<file path="config.mk">
export PLATFORM = sky130hd
export DESIGN_NAME = numeric_text_validator_flat
export DESIGN_NICKNAME = d
export VERILOG_FILES = /design/src/hdl/ntv_pkg.sv /design/src/hdl/ntv_item_if.sv /design/src/hdl/numeric_text_validator.sv /design/src/hdl/ntv_scan.sv /design/src/flat_wrapper.sv
export SDC_FILE = /design/constraint.sdc
export NUM_CORES = 1
export LEC_CHECK = 0
export BUFFER_PORTS_ARGS = -buffer_cell sky130_fd_sc_hd__buf_2
export CAP_MARGIN = 20
export CORE_MARGIN = 1.5
export CORE_UTILIZATION = 55
export DETAILED_ROUTE_END_ITERATION = 6
export GPL_TIMING_DRIVEN = 1
export PLACE_DENSITY = 0.84
export SYNTH_ARGS = -nofsm -noshare
export SYNTH_HDL_FRONTEND = slang
export SYNTH_SLANG_ARGS = --single-unit
</file>
<file path="constraint.sdc">
create_clock -name clock -period 2.05 [get_ports clock]
set_input_delay 0.205 -clock clock [delete_from_list [all_inputs] [get_ports clock]]
set_output_delay 0.205 -clock clock [all_outputs]
set_load 0.02 [all_outputs]
</file>
<file path="src/hdl/ntv_pkg.sv">
// Package for the numeric text validator: character codes, number modes,
// scan phases, the item type shared by both modules and the scan state type.
// No dependencies.
package ntv_pkg;

   // character codes
   localparam logic [7:0] CHAR_NUL   = 8'h00;
   localparam logic [7:0] CHAR_MINUS = 8'h2D;
   localparam logic [7:0] CHAR_DOT   = 8'h2E;
   localparam logic [7:0] CHAR_ZERO  = 8'h30;
   localparam logic [7:0] CHAR_NINE  = 8'h39;
   localparam logic [7:0] CHAR_LOW_E = 8'h65;
   localparam logic [7:0] CHAR_UP_E  = 8'h45;

   // number modes
   localparam logic [1:0] MODE_UNSIGNED = 2'd0;
   localparam logic [1:0] MODE_SIGNED   = 2'd1;
   localparam logic [1:0] MODE_FLOAT    = 2'd2;

   // float scan phases
   localparam logic [2:0] PHASE_INTEGER    = 3'd0;
   localparam logic [2:0] PHASE_FRACTION   = 3'd1;
   localparam logic [2:0] PHASE_EXP_START  = 3'd2;
   localparam logic [2:0] PHASE_EXP_DIGITS = 3'd3;

   // one input item
   typedef struct packed {
      logic [7:0] char_code;
      logic       end_of_string;
   } item_type;

   // per-string scan state
   typedef struct packed {
      logic       at_first_char;
      logic [2:0] phase;
      logic       mantissa_seen;
      logic       fraction_seen;
      logic       exponent_seen;
      logic       locked;
      logic       locked_value;
   } scan_state_type;

   localparam scan_state_type SCAN_CLEAR = '{
      at_first_char: 1'b1,
      phase:         PHASE_INTEGER,
      mantissa_seen: 1'b0,
      fraction_seen: 1'b0,
      exponent_seen: 1'b0,
      locked:        1'b0,
      locked_value:  1'b0
   };

endpackage

</file>
<file path="src/hdl/ntv_item_if.sv">
// Valid/ready channel interfaces for the numeric text validator:
// the character item channel and the verdict channel.
// No dependencies.
interface ntv_item_if;
   logic       valid;
   logic       ready;
   logic [7:0] char_code;
   logic       end_of_string;

   modport source (output valid, output char_code, output end_of_string, input ready);
   modport sink   (input valid, input char_code, input end_of_string, output ready);
endinterface

interface ntv_result_if;
   logic valid;
   logic ready;
   logic is_valid;

   modport source (output valid, output is_valid, input ready);
   modport sink   (input valid, input is_valid, output ready);
endinterface

</file>
<file path="src/hdl/numeric_text_validator.sv">
// Numeric text validator.
// The req_if channel carries one character per item (char_code, end_of_string);
// the string is judged as unsigned integer, signed integer or float with
// exponent, by the mode in the csr_ register (0, 1, 2; 3 acts as float).
// A NUL ends the string early; characters after a NUL or a rejection are
// ignored until the end mark. Only the item with end_of_string set gives a
// result item on rsp_if, with is_valid set when the string is a valid number.
// A verdict reaches rsp_if through the input register, then the result register,
// once its end item is taken. Throughput: one item per cycle while the receiver
// does not leave a waiting result untaken in front of a held end item.
// When the receiver stalls, the pending result holds, the input register keeps
// one more item, and req_if.ready drops only if that item is an end item.
// Items without end mark keep flowing while a result waits.
// Reset (synchronous) empties both registers, clears the string state and
// sets the mode to float. Write the mode only while the block is idle.
// Depends on ntv_pkg, ntv_item_if, ntv_result_if and ntv_scan.
module numeric_text_validator
   import ntv_pkg::*;
(
   input  logic                clock,
   input  logic                reset,
   ntv_item_if.sink            req_if,
   ntv_result_if.source        rsp_if,
   input  logic                csr_write_enable,
   input  logic [1:0]          csr_write_data
);

   logic [1:0] mode_ff;
   logic       in_valid_ff;
   logic       in_valid_in;
   item_type   in_item_ff;
   logic       rsp_valid_ff;
   logic       rsp_valid_in;
   logic       rsp_value_ff;
   logic       advance;
   logic       verdict;

   // the held item moves on unless it is an end item facing a full result slot that the receiver does not take
   assign advance = in_valid_ff
                    && (!in_item_ff.end_of_string || !rsp_valid_ff || rsp_if.ready);
   assign req_if.ready = !in_valid_ff || advance;

   assign in_valid_in  = req_if.valid || (in_valid_ff && !advance);
   assign rsp_valid_in = (advance && in_item_ff.end_of_string)
                         || (rsp_valid_ff && !rsp_if.ready);

   // mode register
   always_ff @(posedge clock) begin
      if (reset) begin
         mode_ff <= MODE_FLOAT;
      end else if (csr_write_enable) begin
         mode_ff <= csr_write_data;
      end
   end

   // input register
   always_ff @(posedge clock) begin
      if (reset) begin
         in_valid_ff <= 1'b0;
      end else begin
         in_valid_ff <= in_valid_in;
      end
      if (req_if.valid && req_if.ready) begin
         in_item_ff.char_code     <= req_if.char_code;
         in_item_ff.end_of_string <= req_if.end_of_string;
      end
   end

   ntv_scan u_scan (
      .clock       (clock),
      .reset       (reset),
      .advance     (advance),
      .item        (in_item_ff),
      .number_mode (mode_ff),
      .verdict     (verdict)
   );

   // result register
   always_ff @(posedge clock) begin
      if (reset) begin
         rsp_valid_ff <= 1'b0;
      end else begin
         rsp_valid_ff <= rsp_valid_in;
      end
      if (advance && in_item_ff.end_of_string) begin
         rsp_value_ff <= verdict;
      end
   end

   assign rsp_if.valid    = rsp_valid_ff;
   assign rsp_if.is_valid = rsp_value_ff;

`ifndef SYNTHESIS
   a_hold_input: assert property (@(posedge clock) disable iff (reset)
      in_valid_ff && !advance |=> in_valid_ff && $stable(in_item_ff))
      else $error("held input item lost or changed");

   a_result_source: assert property (@(posedge clock) disable iff (reset)
      $rose(rsp_valid_ff) |-> $past(advance && in_item_ff.end_of_string))
      else $error("result without an end item");

   a_no_overwrite: assert property (@(posedge clock) disable iff (reset)
      in_valid_ff && in_item_ff.end_of_string && rsp_valid_ff && !rsp_if.ready
      |-> !advance)
      else $error("end item advanced over a waiting result");
`endif

endmodule

</file>
<file path="src/hdl/ntv_scan.sv">
// Per-string scan state and the character classification logic.
// Depends on ntv_pkg.
module ntv_scan
   import ntv_pkg::*;
(
   input  logic       clock,
   input  logic       reset,
   input  logic       advance,
   input  item_type   item,
   input  logic [1:0] number_mode,
   output logic       verdict
);

   scan_state_type state_ff;
   scan_state_type state_in;
   scan_state_type taken;

   logic is_digit;
   logic is_minus;
   logic is_exp;
   logic any_mant;
   logic [2:0] ph;

   assign is_digit = (item.char_code >= CHAR_ZERO) && (item.char_code <= CHAR_NINE);
   assign is_minus = (item.char_code == CHAR_MINUS);
   assign is_exp   = (item.char_code == CHAR_LOW_E) || (item.char_code == CHAR_UP_E);
   assign any_mant = state_ff.mantissa_seen | state_ff.fraction_seen;

   // state after the character is taken
   always_comb begin
      taken = state_ff;
      ph    = state_ff.phase;
      if (!state_ff.locked) begin
         taken.at_first_char = 1'b0;
         if (number_mode == MODE_UNSIGNED || number_mode == MODE_SIGNED) begin
            if (number_mode == MODE_SIGNED && state_ff.at_first_char && is_minus) begin
               taken.locked = 1'b0;
            end else if (is_digit) begin
               taken.mantissa_seen = 1'b1;
            end else begin
               taken.locked       = 1'b1;
               taken.locked_value = (item.char_code == CHAR_NUL) & state_ff.mantissa_seen;
            end
         end else if (!(state_ff.at_first_char && is_minus)) begin
            // a minus may open the exponent
            if (ph == PHASE_EXP_START) begin
               ph          = PHASE_EXP_DIGITS;
               taken.phase = PHASE_EXP_DIGITS;
            end
            if (!(state_ff.phase == PHASE_EXP_START && is_minus)) begin
               unique case (ph)
                  PHASE_INTEGER: begin
                     if (is_digit) begin
                        taken.mantissa_seen = 1'b1;
                     end else if (item.char_code == CHAR_NUL) begin
                        taken.locked       = 1'b1;
                        taken.locked_value = state_ff.mantissa_seen;
                     end else if (item.char_code == CHAR_DOT) begin
                        taken.phase = PHASE_FRACTION;
                     end else if (is_exp && state_ff.mantissa_seen) begin
                        taken.phase = PHASE_EXP_START;
                     end else begin
                        taken.locked       = 1'b1;
                        taken.locked_value = 1'b0;
                     end
                  end
                  PHASE_FRACTION: begin
                     if (is_digit) begin
                        taken.fraction_seen = 1'b1;
                     end else if (item.char_code == CHAR_NUL) begin
                        taken.locked       = 1'b1;
                        taken.locked_value = any_mant;
                     end else if (is_exp && any_mant) begin
                        taken.phase = PHASE_EXP_START;
                     end else begin
                        taken.locked       = 1'b1;
                        taken.locked_value = 1'b0;
                     end
                  end
                  PHASE_EXP_DIGITS: begin
                     if (is_digit) begin
                        taken.exponent_seen = 1'b1;
                     end else begin
                        taken.locked       = 1'b1;
                        taken.locked_value = (item.char_code == CHAR_NUL)
                                             & state_ff.exponent_seen & any_mant;
                     end
                  end
                  default: begin
                     taken.locked       = 1'b1;
                     taken.locked_value = 1'b0;
                  end
               endcase
            end
         end
      end
   end

   // verdict on the end item
   always_comb begin
      if (taken.locked) begin
         verdict = taken.locked_value;
      end else if (number_mode == MODE_UNSIGNED || number_mode == MODE_SIGNED) begin
         verdict = taken.mantissa_seen;
      end else if (taken.phase == PHASE_INTEGER) begin
         verdict = taken.mantissa_seen;
      end else if (taken.phase == PHASE_FRACTION) begin
         verdict = taken.mantissa_seen | taken.fraction_seen;
      end else begin
         verdict = taken.exponent_seen & (taken.mantissa_seen | taken.fraction_seen);
      end
   end

   // next state: string state clears after the end item
   always_comb begin
      state_in = state_ff;
      if (advance) begin
         state_in = item.end_of_string ? SCAN_CLEAR : taken;
      end
   end

   always_ff @(posedge clock) begin
      if (reset) begin
         state_ff <= SCAN_CLEAR;
      end else begin
         state_ff <= state_in;
      end
   end

`ifndef SYNTHESIS
   a_clear_after_end: assert property (@(posedge clock) disable iff (reset)
      advance && item.end_of_string |=> state_ff.at_first_char && !state_ff.locked
                                          && state_ff.phase == PHASE_INTEGER)
      else $error("scan state not cleared after end item");

   a_lock_holds: assert property (@(posedge clock) disable iff (reset)
      state_ff.locked && !(advance && item.end_of_string)
      |=> state_ff.locked && $stable(state_ff.locked_value))
      else $error("locked verdict changed within a string");

   a_phase_range: assert property (@(posedge clock) disable iff (reset)
      state_ff.phase == PHASE_INTEGER || state_ff.phase == PHASE_FRACTION
      || state_ff.phase == PHASE_EXP_START || state_ff.phase == PHASE_EXP_DIGITS)
      else $error("scan phase out of range");
`endif

endmodule
</file>
<file path="src/flat_wrapper.sv">
// flat-port wrapper written by rule: the top's interface ports become plain ports
module numeric_text_validator_flat import ntv_pkg::*;
  (clock, reset, csr_write_enable, csr_write_data, req_if_valid, req_if_char_code, req_if_end_of_string, req_if_ready, rsp_if_valid, rsp_if_is_valid, rsp_if_ready);
  ntv_item_if req_if_i ();
  ntv_result_if rsp_if_i ();
  input  logic clock;
  input  logic reset;
  input  logic csr_write_enable;
  input  logic [1:0] csr_write_data;
  input wire logic [$bits(req_if_i.valid)-1:0] req_if_valid;
  input wire logic [$bits(req_if_i.char_code)-1:0] req_if_char_code;
  input wire logic [$bits(req_if_i.end_of_string)-1:0] req_if_end_of_string;
  output wire logic [$bits(req_if_i.ready)-1:0] req_if_ready;
  output wire logic [$bits(rsp_if_i.valid)-1:0] rsp_if_valid;
  output wire logic [$bits(rsp_if_i.is_valid)-1:0] rsp_if_is_valid;
  input wire logic [$bits(rsp_if_i.ready)-1:0] rsp_if_ready;
  assign req_if_i.valid = req_if_valid;
  assign req_if_i.char_code = req_if_char_code;
  assign req_if_i.end_of_string = req_if_end_of_string;
  assign req_if_ready = req_if_i.ready;
  assign rsp_if_valid = rsp_if_i.valid;
  assign rsp_if_is_valid = rsp_if_i.is_valid;
  assign rsp_if_i.ready = rsp_if_ready;
  numeric_text_validator u_core (.clock(clock), .reset(reset), .req_if(req_if_i), .rsp_if(rsp_if_i), .csr_write_enable(csr_write_enable), .csr_write_data(csr_write_data));
endmodule
</file>
== Word-level counts from Yosys, hierarchy flattened ==
Index checks and enable logic that the tools add are counted.
Storage, ports and cells
  register bits after elaboration: 23
  latch bits: 0
  RAM bits: 0
  bits in read-only memories: 0
  input bits: 16
  output and inout port bits: 3
  word-level logic and storage cells: 103
  memories: 0
Operators by class
  $add $sub $neg: 0
  multipliers: 0
  div/mod/pow operators: 0
  order comparisons: 2
  equality and inequality tests: 10
  shift operators: 0
  mux-type cells: 43
  bitwise operators: 6
  reductions and logical operators: 29
Operators by type and width (number)
  $mux 3: 12
  $mux 2: 11
  $mux 9: 2
  $eq 8x6->1 const B: 2
  $eq 8x7->1 const B: 2
  $mux 8: 2
  $mux 1: 14
  $logic_and 1x1->1: 12
  $ge 8x6->1 const B: 1
  $le 8x6->1 const B: 1
  $logic_not 8->1: 1
  $logic_or 1x1->1: 7
  $eq 3x1->1 const B: 2
  $eq 3x2->1 const B: 2
  $logic_not 3->1: 2
  $pmux 2 s3: 1
  $pmux 3 s2: 1
  $logic_not 1->1: 5
  $and 1x1->1: 4
  $eq 2x1->1 const B: 1
  $logic_not 2->1: 1
  $ne 2x1->1 const B: 1
  $or 1x1->1: 2
  $reduce_and 2->1: 1

== Logic depth before layout (Yosys ltp) ==
  word-level depth: 18
  depth in mapped cells: 7
  gate-level depth less buffers: 6

== Modules after synthesis ==
From an unflattened synthesis, not the netlist that was laid out.
Unflattened totals
  cell total of the unflattened synthesis: 129
  area total of the unflattened synthesis: 1263.7 µm²
By module, submodules not included
  ntv_scan: instances 1, cells an instance 101, area each 783.3 µm², sequential area each 180.2 µm²
  numeric_text_validator: instances 1, cells an instance 28, area each 480.5 µm², sequential area each 380.4 µm²

== Worst setup path before layout ==
No wires, ideal clock.
  kind: reg-to-reg
  from: register u_core.in_item_ff[6] (netlist bit)
  to: register u_core.rsp_value_ff, in the netlist u_core.rsp_if.is_valid (data pin)
  arrival time: 1.529 ns
  path slack: 0.249 ns
  cell stages (with the launch flop): 6
  path buffers: 0
  clock period less this slack: 1.801 ns
  path through: edfxtp_1 and4bb_2 and4_1 or3_1 a32oi_1 a22oi_2
On the way
  cells in the longest elaborated chain, start to end: 17
  elaborated cells on any way between the ends: 59
  classes of those cells: order compare: 2; eq/ne: 5; mux: 38; bitwise: 5; reduce/logical: 9
Ends and longest elaborated chain
  start: declaration: RTL line numeric_text_validator.sv:31  | item_type in_item_ff;
  $eq 8x7->1: RTL line ntv_scan.sv:26  | assign is_exp = (item.char_code == CHAR_LOW_E) || (item.char_code == CHAR_UP_E);
  $logic_or 1x1->1: RTL line ntv_scan.sv:26
  $logic_and 1x1->1: RTL line ntv_scan.sv:60  | end else if (is_exp && state_ff.mantissa_seen) begin
  $mux 3: RTL line ntv_scan.sv:60
  $mux 3: RTL line ntv_scan.sv:58  | end else if (item.char_code == CHAR_DOT) begin
  $mux 3: RTL line ntv_scan.sv:55  | end else if (item.char_code == CHAR_NUL) begin
  $mux 3: RTL line ntv_scan.sv:53  | if (is_digit) begin
  $pmux 3 s2: RTL line ntv_scan.sv:51  | unique case (ph)
  [2 not listed]
  $mux 3: RTL line ntv_scan.sv:35  | if (number_mode == MODE_UNSIGNED || number_mode == MODE_SIGNED) begin
  $mux 9 *: RTL line ntv_scan.sv:33  | if (!state_ff.locked) begin
  $eq 3x1->1: RTL line ntv_scan.sv:107  | end else if (taken.phase == PHASE_FRACTION) begin
  $mux 1: RTL line ntv_scan.sv:107
  $mux 1: RTL line ntv_scan.sv:105  | end else if (taken.phase == PHASE_INTEGER) begin
  $mux 1: RTL line ntv_scan.sv:103  | end else if (number_mode == MODE_UNSIGNED || number_mode == MODE_SIGNED) begin
  $mux 1 *: RTL line ntv_scan.sv:101  | if (taken.locked) begin
  net u_core.u_scan.verdict: RTL line ntv_scan.sv:11  | output logic verdict
  end signal: assignment: RTL line numeric_text_validator.sv:86  | rsp_value_ff <= verdict;
  end: declaration: RTL line numeric_text_validator.sv:34  | logic rsp_value_ff;
The timed path passes the listed nets; every way through them passes the cells marked *. The select of a mux whose other input is x is not followed.
A chain may end at the register's enable or synchronous reset.

== Worst setup path in the final report ==
  from: register u_core.in_item_ff[8] (netlist bit)
  to: register u_core.rsp_value_ff, in the netlist u_core.rsp_if.is_valid (data pin)
Same word-level chain as after synthesis.

==> qor.txt <==
status: completed
# hold bufs at CTS: 0
worst path required time: 2110 ps
CTS Buffer Depth: 2
leading post-synthesis cells by cell area: edfxtp_1 (24%), dfxtp_1 (21%), o21a_1 (4.2%), nor2_1 (3.3%), nor4_2 (3.0%)
Worst Path Arrival: 2010 ps
Rows: 17
first-pass GRT wire length: 5.119 mm
DR pass1 iterations: 4
pwr/cell area: 553.7 nW/µm²
Port Buf Inserts: 18
Initial Util: 0.5717
GRT Overall Usage: 0.2690
CTS tree: built
RD Place Congestion: 0.9578
cell with the most instances after synthesis: dfxtp_1
Final Critical Period: 1947 ps
crit-path max FO: 5
Multi-input gate area: 676.9 µm²
Register Area: 560.5 µm²
post-DP HPWL: 2.401 mm
sequential area share after synthesis: 0.4476
layout cells sized above 1: 0.3077
number of inserted diodes: 0
Netlist cell types: 46
Worst-path clk slew: 110 ps
placed cell area: 1428 µm²
Yosys top cell area share: 0.2398
routed length per instance: 16.68 µm
Synth area leader: edfxtp_1
Peak VDD IR: 0.0004951 V
TritonCTS Buffers: 3
hold crit path type: primary input to flip-flop
Setup Total Neg Slack: 0 ps
Max Slew Vio Count: 0
iteration-0 DRC count of the detailed router: 48
# fillers: 187
LEAKAGE: 0.5554 nW
RSZ-0062 raised after global routing: no
fin nets: 173
number of global-route vias before repair: 1087
grt total ovfl: 0
CTS sink cnt: 23
CTS root buffer: clkbuf_4
period utilisation layout: 0.9500
Post-synth EDFFs: 10
final antenna-violating net count: 0
Final setup violation count: 0
via count: 1143
Post-Route WL: 3.069 mm
Commonest cells post-synth: dfxtp_1 (13), nor2_1 (11), edfxtp_1 (10)
Ports: 19
fraction of registers with async set/reset: 0
Die Wd: 50.72 µm
initial antenna violation count: 0
Synth Net Count: 142
Synth Instances: 126
largest net degree at the start of global routing: 13
Syn Std Cell Area: 1252 µm²
htree depth: 1
Synth Flop Type: dfxtp_1
Layout area overhead: 18.98%
FMAX: 513.5 MHz
crit start category: flip-flop
Fin Clk Skew: 4.852 ps
finished layout cell area: 1490 µm²
element type at the critical path end: flip-flop
Syn Area/Cell: 9.940 µm²
Worst Tran Pin Value: 346.5 ps
Final Hold Fails: 0
DR DRC count: 0
worst rel slew slack: 0.7679
DIE AREA: 2573 µm²
kind of critical path: flip-flop to flip-flop
flops & latches, synth: 23
Die Y: 50.72 µm
Syn. warnings: 0
clock latency on the worst-skew pair: 300 ps
Via density: 6.212
core area: 2191 µm²
max-capacitance violation count: 0
-- layout make-up --
type / instances / share of cell area
clock buffers: 4 / 0.01763
inverters: 7 / 0.01763
multi-input cells: 94 / 0.4542
flip-flops and latches: 23 / 0.3762
well taps: 28 / 0.02351
repair buffers: 28 / 0.1108
-- worst max-delay path: stages, from the launching register on --
cell	delay [ps]
edfxtp_1	470
and4bb_2	400
nand4_1	150
o21a_1	210
o2111ai_2	180
and3_1	230
a22oi_2	70
-- metrics by stage --
step | worst slack [ps] | cells | utilization | power (mW) | hold slack, ps
final | 102.5 | 184 | 0.6802 | 0.8251 | 65.10
after global routing | 11.06 | 184 | 0.6802 | 0.8620 | 45.44
after CTS | 100.9 | 182 | 0.6636 | 0.8242 | 61.81
after detailed placement | 97.57 | 178 | 0.6516 | 0.6300 | 383.3
after global placement | 155.3 | 178 | 0.6516 | 0.6260 | 383.1
after floorplan | 248.7 | 126 | - | 0.5844 | 274.1
-- cells by family (layout without fill, tap and decap cells) --
group / count (synthesis) / after routing / synth area share
AND/OR/NAND/NOR: 53 / 53 / 0.2747
AO/OA/AOI/OAI: 40 / 40 / 0.2408
flip-flops: 23 / 23 / 0.4476
buffers and inverters: 9 / 39 / 0.02898
multiplexers: 1 / 1 / 0.007992
-- routing by layer --
metal	global-route usage	wire, µm
met1	0.3750	1352
met2	0.4232	1476
met3	0.05952	209
met4	0.07207	30
met5	0	0
-- flip-flops by register name, indices dropped and copies added, names as in the netlist --
signal	flops
u_core.in_item_ff	9
u_core.rsp_if.valid	1
u_core.rsp_if.is_valid	1
u_core.mode_ff	2
u_core.in_valid_ff	1
u_core.u_scan.state_ff	9
-- layout by cell type, fill, tap and decap left out, drive strengths merged, types with 2 or more instances in the layout --
cell type	instances
nor3b	2
clkbuf	4
or2	3
a31oi	4
nand2b	2
a2bb2oi	2
o21ai	4
nor2b	2
a211oi	3
nand2	6
and4bb	2
nor3	2
a21oi	5
buf	28
edfxtp	10
nor2	11
a21o	2
or3	2
nand3	7
o21a	7
inv	7
dfxtp	13
nor4	7
o211ai	3
and2	2
-- power breakdown --
group	leakage (nW)	switching (mW)	total [mW]	internal (mW)
clock	0.0150	0.123	0.199	0.0760
sequential	0.203	0.0182	0.517	0.499
combinational	0.337	0.0591	0.109	0.0504
-- final timing paths --
path,from,to,slack [ps],cells past startpoint
hold / removal,req_if_end_of_string,u_core.in_item_ff[0],70,1
setup / recovery,u_core.in_item_ff[8],u_core.rsp_if.is_valid,100,6
setup reg to reg,u_core.in_item_ff[8],u_core.rsp_if.is_valid,100,6
hold reg to reg,u_core.u_scan.state_ff[8],u_core.u_scan.state_ff[8],510,2
-- timing repair --
item | 4_1_cts | 5_1_grt
resized for setup | 0 | 4
setup endpoints to repair | 0 | 1
buffers inserted | 0 | 2
Power figures use the tool's default switching activity.
